===== src/ibe_pkg.sv =====
// Shared types and codes for the byte-level I2C master engine.
// No dependencies; imported by every module of the block.
package ibe_pkg;

	localparam int CmdW   = 3;
	localparam int PhaseW = 4;
	localparam int CountW = 4;
	localparam int TickW  = 8;
	localparam int ByteW  = 8;
	localparam int InW    = 16;
	localparam int OutW   = 16;

	localparam logic [PhaseW-1:0] PH_IDLE = 4'd0;
	localparam logic [PhaseW-1:0] PH_S1   = 4'd1;
	localparam logic [PhaseW-1:0] PH_S2   = 4'd2;
	localparam logic [PhaseW-1:0] PH_S3   = 4'd3;
	localparam logic [PhaseW-1:0] PH_P1   = 4'd4;
	localparam logic [PhaseW-1:0] PH_P2   = 4'd5;
	localparam logic [PhaseW-1:0] PH_DL   = 4'd6;
	localparam logic [PhaseW-1:0] PH_DH   = 4'd7;
	localparam logic [PhaseW-1:0] PH_AL   = 4'd8;
	localparam logic [PhaseW-1:0] PH_AH   = 4'd9;

	localparam logic [CmdW-1:0] OP_NONE  = 3'd0;
	localparam logic [CmdW-1:0] OP_START = 3'd1;
	localparam logic [CmdW-1:0] OP_STOP  = 3'd2;
	localparam logic [CmdW-1:0] OP_WRITE = 3'd3;
	localparam logic [CmdW-1:0] OP_READ  = 3'd4;

	localparam logic [TickW-1:0]  PHASE_TICKS_RST = 8'd3;
	localparam logic [ByteW-1:0]  MSB_MASK        = 8'h80;
	localparam logic [CountW-1:0] BITS_PER_BYTE   = 4'd8;

	typedef struct packed {
		logic [CmdW-1:0]  cmd;
		logic [ByteW-1:0] tx_byte;
		logic             ack_level;
		logic             sda_in;
	} item_t;

	typedef struct packed {
		logic             scl;
		logic             sda_low;
		logic             busy_res;
		logic             done_res;
		logic [ByteW-1:0] rx_byte;
		logic             ack_seen;
	} result_t;

endpackage


===== src/ibe_seq.sv =====
// Bus phase sequencer: state registers and one-tick next-state logic.
// Depends on ibe_pkg.
module ibe_seq
	import ibe_pkg::*;
(
	input  logic             clk,
	input  logic             arst_n,
	input  logic             step,
	input  item_t            item,
	input  logic [TickW-1:0] phase_ticks,
	output result_t          res
);

	logic [PhaseW-1:0] phase_q, phase_n;
	logic [CountW-1:0] bit_q, bit_n;
	logic [TickW-1:0]  tick_q, tick_n;
	logic [ByteW-1:0]  shift_q, shift_n;
	logic [ByteW-1:0]  rx_q, rx_n;
	logic              ack_q, ack_n;
	logic              scl_q, scl_n;
	logic              sda_q, sda_n;
	logic [CmdW-1:0]   op_q, op_n;
	logic              ackdrv_q, ackdrv_n;
	logic              sample_q, sample_n;
	logic              done;
	logic              wr;
	logic [TickW-1:0]  pt;

	assign wr = (op_q == OP_WRITE);
	assign pt = (phase_ticks == '0) ? TickW'(1) : phase_ticks;

	always_comb begin
		phase_n  = phase_q;
		bit_n    = bit_q;
		tick_n   = tick_q;
		shift_n  = shift_q;
		rx_n     = rx_q;
		ack_n    = ack_q;
		scl_n    = scl_q;
		sda_n    = sda_q;
		op_n     = op_q;
		ackdrv_n = ackdrv_q;
		sample_n = sample_q;
		done     = 1'b0;
		if (phase_q == PH_IDLE) begin
			tick_n = '0;
			bit_n  = '0;
			unique case (item.cmd)
				OP_START: begin
					op_n = item.cmd; scl_n = 1'b1; sda_n = 1'b0; phase_n = PH_S1;
				end
				OP_STOP: begin
					op_n = item.cmd; scl_n = 1'b0; sda_n = 1'b1; phase_n = PH_P1;
				end
				OP_WRITE: begin
					op_n    = item.cmd;
					shift_n = item.tx_byte;
					scl_n   = 1'b0;
					sda_n   = ((item.tx_byte & MSB_MASK) == '0);
					phase_n = PH_DL;
				end
				OP_READ: begin
					op_n     = item.cmd;
					shift_n  = '0;
					ackdrv_n = item.ack_level;
					scl_n    = 1'b0;
					sda_n    = 1'b0;
					phase_n  = PH_DL;
				end
				default: ;
			endcase
		end else begin
			if ((phase_q == PH_DH && op_q == OP_READ) || (phase_q == PH_AH && wr))
				sample_n = item.sda_in;
			tick_n = tick_q + TickW'(1);
			if (tick_n >= pt) begin
				tick_n = '0;
				unique case (phase_q)
					PH_S1: begin scl_n = 1'b1; sda_n = 1'b1; phase_n = PH_S2; end
					PH_S2: begin scl_n = 1'b0; sda_n = 1'b1; phase_n = PH_S3; end
					PH_S3: begin phase_n = PH_IDLE; done = 1'b1; end
					PH_P1: begin scl_n = 1'b1; sda_n = 1'b1; phase_n = PH_P2; end
					PH_P2: begin
						scl_n = 1'b1; sda_n = 1'b0; phase_n = PH_IDLE; done = 1'b1;
					end
					PH_DL: begin scl_n = 1'b1; phase_n = PH_DH; end
					PH_DH: begin
						shift_n = wr ? {shift_q[ByteW-2:0], 1'b0}
						             : {shift_q[ByteW-2:0], sample_n};
						bit_n = bit_q + CountW'(1);
						scl_n = 1'b0;
						if (bit_n >= BITS_PER_BYTE) begin
							if (!wr)
								rx_n = shift_n;
							sda_n   = wr ? 1'b0 : ~ackdrv_q;
							phase_n = PH_AL;
						end else begin
							sda_n   = wr ? ((shift_n & MSB_MASK) == '0) : 1'b0;
							phase_n = PH_DL;
						end
					end
					PH_AL: begin scl_n = 1'b1; phase_n = PH_AH; end
					PH_AH: begin
						if (wr) begin
							ack_n = ~sample_n;
							sda_n = 1'b0;
						end
						scl_n   = 1'b0;
						phase_n = PH_IDLE;
						done    = 1'b1;
					end
					default: begin phase_n = PH_IDLE; done = 1'b1; end
				endcase
			end
		end
	end

	always_ff @(posedge clk or negedge arst_n) begin
		if (!arst_n) begin
			phase_q  <= PH_IDLE;
			bit_q    <= '0;
			tick_q   <= '0;
			shift_q  <= '0;
			rx_q     <= '0;
			ack_q    <= 1'b0;
			scl_q    <= 1'b1;
			sda_q    <= 1'b0;
			op_q     <= OP_NONE;
			ackdrv_q <= 1'b0;
			sample_q <= 1'b0;
		end else if (step) begin
			phase_q  <= phase_n;
			bit_q    <= bit_n;
			tick_q   <= tick_n;
			shift_q  <= shift_n;
			rx_q     <= rx_n;
			ack_q    <= ack_n;
			scl_q    <= scl_n;
			sda_q    <= sda_n;
			op_q     <= op_n;
			ackdrv_q <= ackdrv_n;
			sample_q <= sample_n;
		end
	end

	always_comb begin
		res.scl      = scl_n;
		res.sda_low  = sda_n;
		res.busy_res = (phase_n != PH_IDLE);
		res.done_res = done;
		res.rx_byte  = rx_n;
		res.ack_seen = ack_n;
	end

endmodule


===== src/ibe_out.sv =====
// Result register of the engine: holds one item until the receiver takes it.
// Depends on ibe_pkg.
module ibe_out
	import ibe_pkg::*;
(
	input  logic            clk,
	input  logic            arst_n,
	input  logic            load,
	input  result_t         res,
	input  logic            take,
	output logic            valid,
	output logic [OutW-1:0] data
);

	logic            valid_q;
	logic [OutW-1:0] data_q;

	always_ff @(posedge clk or negedge arst_n) begin
		if (!arst_n)
			valid_q <= 1'b0;
		else if (load)
			valid_q <= 1'b1;
		else if (take)
			valid_q <= 1'b0;
	end

	always_ff @(posedge clk) begin
		if (load)
			data_q <= {3'b000, res.ack_seen, res.rx_byte, res.done_res, res.busy_res,
			           res.sda_low, res.scl};
	end

	assign valid = valid_q;
	assign data  = data_q;

endmodule


===== src/i2c_master_byte_engine.sv =====
// Byte-level I2C master engine, top level.
// Holds the phase length register; uses ibe_pkg, ibe_seq and ibe_out.
//
// Each input item on the s_axis channel is one timing tick. It carries a
// command (start, stop, write byte, read byte), taken only while idle, plus
// the byte to send, the ACK/NACK level for a read and the sampled SDA level.
// Every accepted item yields exactly one result item on m_axis: the SCL level,
// the SDA pull-low enable, busy, a done pulse, the last received byte and the
// acknowledge seen after the last write.
// The result of an accepted item is formed combinationally and captured in the output register on acceptance.
// Throughput: one item per clock while the output is not stalled; the tick logic is a single registered pass.
// A stalled receiver holds the result; s_axis_tready stays high while the
// output register is empty or being taken in the same cycle.
// cfg_wen writes phase_ticks (SCL phase length in ticks, zero acts as one).
// Reset (arst_n low) returns to idle with SCL released high, SDA released,
// phase_ticks at 3 and the output register empty.
module i2c_master_byte_engine
	import ibe_pkg::*;
(
	input  logic             clk,
	input  logic             arst_n,
	input  logic             cfg_wen,
	input  logic [TickW-1:0] cfg_wdata,
	input  logic             s_axis_tvalid,
	output logic             s_axis_tready,
	// cmd[2:0], tx_byte[10:3], ack_level[11], sda_in[12], zero[15:13]
	input  logic [InW-1:0]   s_axis_tdata,
	output logic             m_axis_tvalid,
	input  logic             m_axis_tready,
	// scl[0], sda_low[1], busy_res[2], done_res[3], rx_byte[11:4], ack_seen[12], zero[15:13]
	output logic [OutW-1:0]  m_axis_tdata
);

	logic [TickW-1:0] ptick_q;
	logic             step;
	item_t            item;
	result_t          res;

	always_ff @(posedge clk or negedge arst_n) begin
		if (!arst_n)
			ptick_q <= PHASE_TICKS_RST;
		else if (cfg_wen)
			ptick_q <= cfg_wdata;
	end

	assign s_axis_tready = !m_axis_tvalid || m_axis_tready;
	assign step          = s_axis_tvalid && s_axis_tready;

	assign item.cmd       = s_axis_tdata[2:0];
	assign item.tx_byte   = s_axis_tdata[10:3];
	assign item.ack_level = s_axis_tdata[11];
	assign item.sda_in    = s_axis_tdata[12];

	ibe_seq u_seq (
		.clk         (clk),
		.arst_n      (arst_n),
		.step        (step),
		.item        (item),
		.phase_ticks (ptick_q),
		.res         (res)
	);

	ibe_out u_out (
		.clk    (clk),
		.arst_n (arst_n),
		.load   (step),
		.res    (res),
		.take   (m_axis_tready),
		.valid  (m_axis_tvalid),
		.data   (m_axis_tdata)
	);

endmodule

===== config.mk =====
export PLATFORM = sky130hd
export DESIGN_NAME = i2c_master_byte_engine
export DESIGN_NICKNAME = d
export VERILOG_FILES = /design/src/ibe_pkg.sv /design/src/ibe_seq.sv /design/src/ibe_out.sv /design/src/i2c_master_byte_engine.sv
export SDC_FILE = /design/constraint.sdc
export NUM_CORES = 1
export LEC_CHECK = 0
export BUFFER_PORTS_ARGS = -buffer_cell sky130_fd_sc_hd__buf_2
export CORE_MARGIN = 3
export CORE_UTILIZATION = 45
export CTS_CLUSTER_SIZE = 14
export DETAILED_ROUTE_END_ITERATION = 16
export GPL_ROUTABILITY_DRIVEN = 1
export PLACE_DENSITY = 0.65
export SYNTH_ARGS = -nofsm -noshare
export SYNTH_HDL_FRONTEND = slang
export SYNTH_SLANG_ARGS = --single-unit

===== constraint.sdc =====
create_clock -name clk -period 4.1 [get_ports clk]
set_input_delay 1.025 -clock clk [delete_from_list [all_inputs] [get_ports clk]]
set_output_delay 1.025 -clock clk [all_outputs]
set_load 0.005 [all_outputs]

# Word-level counts from Yosys, hierarchy flattened
# Index checks and enable logic that the tools add are counted.
# Widths: inputs -> output; s select.
[word_totals]
regBits = 61
inputBits = 29
out_inout_bits = 18
wordCells = 108
[op_classes]
addsub = 2
order_cmp = 2
eq_ne = 15
n_mux = 42
bitwise = 4
reduce_logical = 28
[op_table]
columns = ["cell", "count"]
rows = [
  ["$mux 8", 8],
  ["$logic_not 8->1", 3],
  ["$mux 4", 6],
  ["$pmux 4 s6", 1],
  ["$mux 7", 3],
  ["$mux 1", 18],
  ["$eq 4x3->1 const B", 4],
  ["$pmux 7 s2", 1],
  ["$pmux 4 s3", 1],
  ["$eq 3x2->1 const B", 3],
  ["$reduce_and 3->1", 3],
  ["$reduce_or 3->1", 3],
  ["$add 8x1->8 const B", 1],
  ["$eq 4x4->1 const B", 2],
  ["$ge 8x8->1", 1],
  ["$eq 3x3->1 const B", 2],
  ["$reduce_bool 2->1", 3],
  ["$reduce_or 2->1", 3],
  ["$reduce_or 6->1", 1],
  ["$reduce_or 5->1", 1],
  ["$add 4x1->4 const B", 1],
  ["$eq 4x1->1 const B", 1],
  ["$eq 4x2->1 const B", 1],
  ["$ge 4x4->1 const B", 1],
  ["other kinds (14)", 21],
]

# Logic depth before layout (Yosys ltp)
[depth]
ltp_word = 11
mapped_depth = 13
ltp_nobuf = 11

# Modules after synthesis
# Synthesis repeated with hierarchy kept, for this count alone.
[unflattened]
cells_unflattened = 312
hier_area_um2 = 3448.3
[modules_own_cells]
columns = ["module", "instances", "cells_each", "area_per_inst_um2", "seq_area_each_um2"]
rows = [
  ["ibe_seq", 1, 273, 2648.8, 977.2],
  ["ibe_out", 1, 20, 452.9, 415.4],
  ["i2c_master_byte_engine", 1, 19, 346.6, 202.7],
]

# Least setup slack after synthesis
# No wires, ideal clock.
[synth_timing]
path_kind = "register to register"
start = "register ptick_q[4]"
end = "register u_out.data_q[0], in the netlist u_out.data[0], data pin"
setup_ns = 0.272
t_arrival_ns = 2.635
required_time_ns = 3.828
setup_slack_ns = 1.193
stages_incl_launch_ff = 11
path_buffers = 1
period_less_slack_ns = 2.907
path_cell_list = "dfrtp_1 > nor4_1 > a41o_1 > ha_1 > nand2b_1 > a2111o_1 > a21oi_1 > clkbuf_1 > nor3_1 > a2111oi_0 > nor2_1"
[synth_rtl]
columns = ["element", "line_no", "text"]
rows = [
  ["from (decl)", "i2c_master_byte_engine.sv:34", "logic [TickW-1:0] ptick_q;"],
  ["from (signal assigned)", "i2c_master_byte_engine.sv:43", "ptick_q <= cfg_wdata;"],
  ["to (signal assigned)", "ibe_out.sv:29", "data_q <= {3'b000, res.ack_seen, res.rx_byte, res.done_res, res.busy_res,"],
  ["to (decl)", "ibe_out.sv:16", "logic [OutW-1:0] data_q;"],
]

# Worst setup path in the final report
[layout_timing]
start = "register u_seq.tick_q[0]"
end = "register u_seq.shift_q[4]"
[layout_via]
elab_chain_cells = 4
[layout_rtl]
columns = ["element", "line_no", "text"]
rows = [
  ["from (decl)", "ibe_seq.sv:16", "logic [TickW-1:0] tick_q, tick_n;"],
  ["from (signal assigned)", "ibe_seq.sv:134", "tick_q <= tick_n;"],
  ["$add 8x1->8", "ibe_seq.sv:75", "tick_n = tick_q + TickW'(1);"],
  ["$ge 8x8->1", "ibe_seq.sv:76", "if (tick_n >= pt) begin"],
  ["$reduce_bool 2->1 (no line)", "n/a", ""],
  ["$reduce_and 4->1 (no line)", "n/a", ""],
  ["to (signal assigned)", "ibe_seq.sv:135", "shift_q <= shift_n;"],
  ["to (decl)", "ibe_seq.sv:17", "logic [ByteW-1:0] shift_q, shift_n;"],
]
# Every way passes these cells.
# A chain may end at the register's enable or synchronous reset.

==> impl_metrics.csv <==
group,metric,value,unit
synth,avgSynthCellArea,10.6,µm²
worst_setup_path,cpPeakStageDelay,0.46,ns
routing,ant_nets,0,
routing,wl_met1,3120,µm
sta,setup_viol,0,
power_and_ir_drop,p_leak,0.00174,µW
synth,ys_async_sr_fraction,0.787,
layout,regArea,0.00160,mm²
routing,wl,6730,µm
global_routing,grt_max_degree,28,
worst_setup_path,cp-startpoint,"u_seq.tick_q[0]$_DFFE_PN0P_",
sta,fmax,312,MHz
global_routing,grt_pass1_vias,2350,
synth,yosysSeqAreaShare,0.484,
clock_tree,ctsHoldBuffers,0,
worst_setup_path,cp_common_cell,"a21oi_1",
synth,netlist_instances,311,
layout,fill_cells,637,
global_routing,grt-ovfl-total,0,
floorplan,initial_core_util,0.474,
clock_tree,cts_buffers,9,
layout,nets,390,
sta,period_needed,3.20,ns
worst_setup_path,path_cells,"and3_1 -> nand3_1 -> nor2_1 -> xor2_1 -> ha_1 -> nand4_1 -> a21oi_1 -> a21oi_1 -> buf_4 -> nor3_1 -> a21o_1 -> mux2_2",
clock_tree,cts_root_buf,"clkbuf_8",
worst_setup_path,required,4.32,ns
placed_design,place_hpwl,4770,µm
synth,ys_top_cells_by_area,"dfrtp_1 (34%), edfxtp_1 (12%), mux2_2 (6.8%)",
routing,wire_per_inst,14.9,µm
sta,rsz0062_at_grt,"false",
sta,hold_viol,0,
synth,ys.flop_type,"dfrtp_1",
global_routing,grt_util_all_layers,0.172,
global_routing,grt_pass1_wl,11400,µm
sta,holdWs,0.489,ns
routing,dr_wl_met3,364,µm
synth,synth.top_cell.area_share,0.342,
sta,period_share,0.782,
synth,synth_seq_cells,61,
routing,dr_wl_met2,3150,µm
layout,final_common_cell,"dfrtp_1",
floorplan,num_rows,30,
global_routing,antenna_found_initial,0,
floorplan,io_pins,47,
sta,slew_headroom,0.533,
clock_tree,clkLatencyLatePin,0.34,ns
worst_setup_path,cp_slowest_cell,"nor3_1",
clock_tree,cts_setup_buffers,0,
routing,route.vias.total,2449,
flow_run,cap_violations,0,
min_path,hp-start,"u_seq.bit_q[2]$_DFFE_PN0P_",
routing,drt_iter0_markers,207,
worst_setup_path,worstSetupEndpointType,"flip-flop",
routing,routed.top_layer,"met4",
sta,tns,0,ns
worst_setup_path,worst-setup-path-type,"flip-flop to flip-flop",
run_status,status,"finished clean",
routing,drc,0,
power_and_ir_drop,power.total,1970,µW
layout,drive_gt1_frac,0.267,
floorplan,dieArea,0.00838,mm²
worst_setup_path,crit_arrival,3.43,ns
synth,syn_area,0.00329,mm²
clock_tree,cts_buffer_depth,2,
floorplan,dieHeight,91.6,µm
worst_setup_path,start_kind,"flip-flop",
routing,dr.pass1.iters,6,
min_path,hold_class,"flip-flop to flip-flop",
layout,multi_input_area,0.00155,mm²
synth,ys.warnings.count,0,
floorplan,design.core.area,0.00694,mm²
clock_tree,htree_levels,3,
clock_tree,clk_pin_slew,0.07,ns
sta,drv_slew,0,
worst_setup_path,r2r_start,"u_seq.tick_q[0]$_DFFE_PN0P_",
layout,final_cell_mix,"dfrtp_1 (45), buf_2 (40), nand2_1 (32)",
layout,area_growth,13.3,%
clock_tree,post_cts_resized,0,
power_and_ir_drop,ir_drop,0.000277,V
floorplan,die_w,91.6,µm
worst_setup_path,path_max_fanout,13,
power_and_ir_drop,power_density,527,mW/mm²
routing,via_per_inst,5.42,
synth,synth_edf_count,13,
sta,tightest_slew,0.683,ns
layout,antennaDiodeCount,0,
clock_tree,cts_tree,"done",
placed_design,gp_congestion,0.859,
placed_design,portBuffers,40,
synth,synth_area_leader_cell,"dfrtp_1",
sta,fin_skew,0.0119,ns
clock_tree,cts.sinks,61,
synth,ys_types,48,
==> cell usage after synthesis (all sizes together) (2+ instances only) <==
| library cell | n |
|---|---|
| dfrtp | 45 |
| nand2 | 32 |
| mux2 | 28 |
| o21ai | 23 |
| a21oi | 19 |
| nor2 | 18 |
| a22o | 15 |
| inv | 15 |
| edfxtp | 13 |
| clkbuf | 10 |
| ha | 10 |
| nor3 | 9 |
| buf | 7 |
| nand2b | 7 |
| nand3 | 5 |
| xor2 | 5 |
| a21o | 4 |
| mux2i | 4 |
| xnor2 | 4 |
| and3 | 3 |
| dfstp | 3 |
| nand4 | 3 |
| or4 | 3 |
| a211oi | 2 |
| a21bo | 2 |
| a221o | 2 |
| nor4 | 2 |
| o22ai | 2 |
| o31ai | 2 |
==> routing by layer <==
| metal | global-route usage | vias to the layer above |
|---|---|---|
| li1 | - | 1204 |
| met1 | 0.235 | 1175 |
| met2 | 0.261 | 61 |
| met3 | 0.0439 | 9 |
| met4 | 0.0666 | 0 |
| met5 | 0 | - |
==> per-stage QoR <==
stage	worst slack (ns)	cell area [µm²]	std cells	utilization
6_report	0.895	3730	452	0.538
2_1_floorplan	1.19	3300	313	-
3_3_place_gp	0.943	3550	436	0.511
4_1_cts	0.867	3730	452	0.538
3_5_place_dp	0.922	3550	436	0.511
5_1_grt	0.622	3730	452	0.538
==> power breakdown <==
part           switching (µW)  internal [µW]
Combinational             321            264
Sequential                140            737
Clock                     230            274
==> worst max-delay path: cells and delay by family, from the launching register on <==
| kind | cells | cell delay, ns |
|---|---|---|
| xor gates and xnor gates | 1 | 0.22 |
| adders and majority gates | 1 | 0.20 |
| buffers and inverters | 1 | 0.19 |
| muxes | 1 | 0.37 |
| and+or+nand+nor | 5 | 1.00 |
| AOI/OAI and AO/OA | 3 | 0.63 |
| DFF | 1 | 0.45 |
==> area by class of cell <==
type,instances,share of cell area
sequential,61,0.427
clock buffer,10,0.0342
tap,96,0.0322
timing repair buffer,44,0.0617
clock inverter,6,0.0147
inverter,16,0.0161
multi-input combinational,219,0.414
==> worst paths after layout <==
check | to | depth (start not counted) | slack, ns
max | u_seq.shift_q[4]$_DFFE_PN0P_ | 12 | 0.90
min | u_seq.bit_q[2]$_DFFE_PN0P_ | 1 | 0.49
max reg2reg | u_seq.shift_q[4]$_DFFE_PN0P_ | 12 | 0.90
min reg2reg | u_seq.bit_q[2]$_DFFE_PN0P_ | 1 | 0.49
max in group asynchronous | u_seq.scl_q$_DFFE_PN1P_ | 2 | 2.67
min in group asynchronous | ptick_q[3]$_DFFE_PN0P_ | 1 | 0.64
==> registers in the layout, indices dropped and copies added, names as in the netlist <==
signal	flops
ptick_q	8
u_out.data	13
u_out.valid	1
u_seq.ack_q	1
u_seq.ackdrv_q	1
u_seq.bit_q	4
u_seq.op_q	3
u_seq.phase_q	4
u_seq.rx_q	8
u_seq.sample_q	1
u_seq.scl_q	1
u_seq.sda_q	1
u_seq.shift_q	7
u_seq.tick_q	8
==> cell families (layout without fill, tap and decap cells) <==
| kind of cell | after synthesis | after routing | share of synthesized area |
|---|---|---|---|
| simple gates | 86 | 86 | 0.127 |
| compound gates | 79 | 79 | 0.160 |
| flops | 61 | 61 | 0.484 |
| buf+inv | 33 | 76 | 0.0490 |
| mux | 32 | 32 | 0.117 |
| fa+ha+maj | 10 | 10 | 0.0380 |
| xor+xnor | 9 | 9 | 0.0239 |
| other cells | 1 | 3 | 0.00114 |
Note: power is estimated with default switching activity, not from simulation.
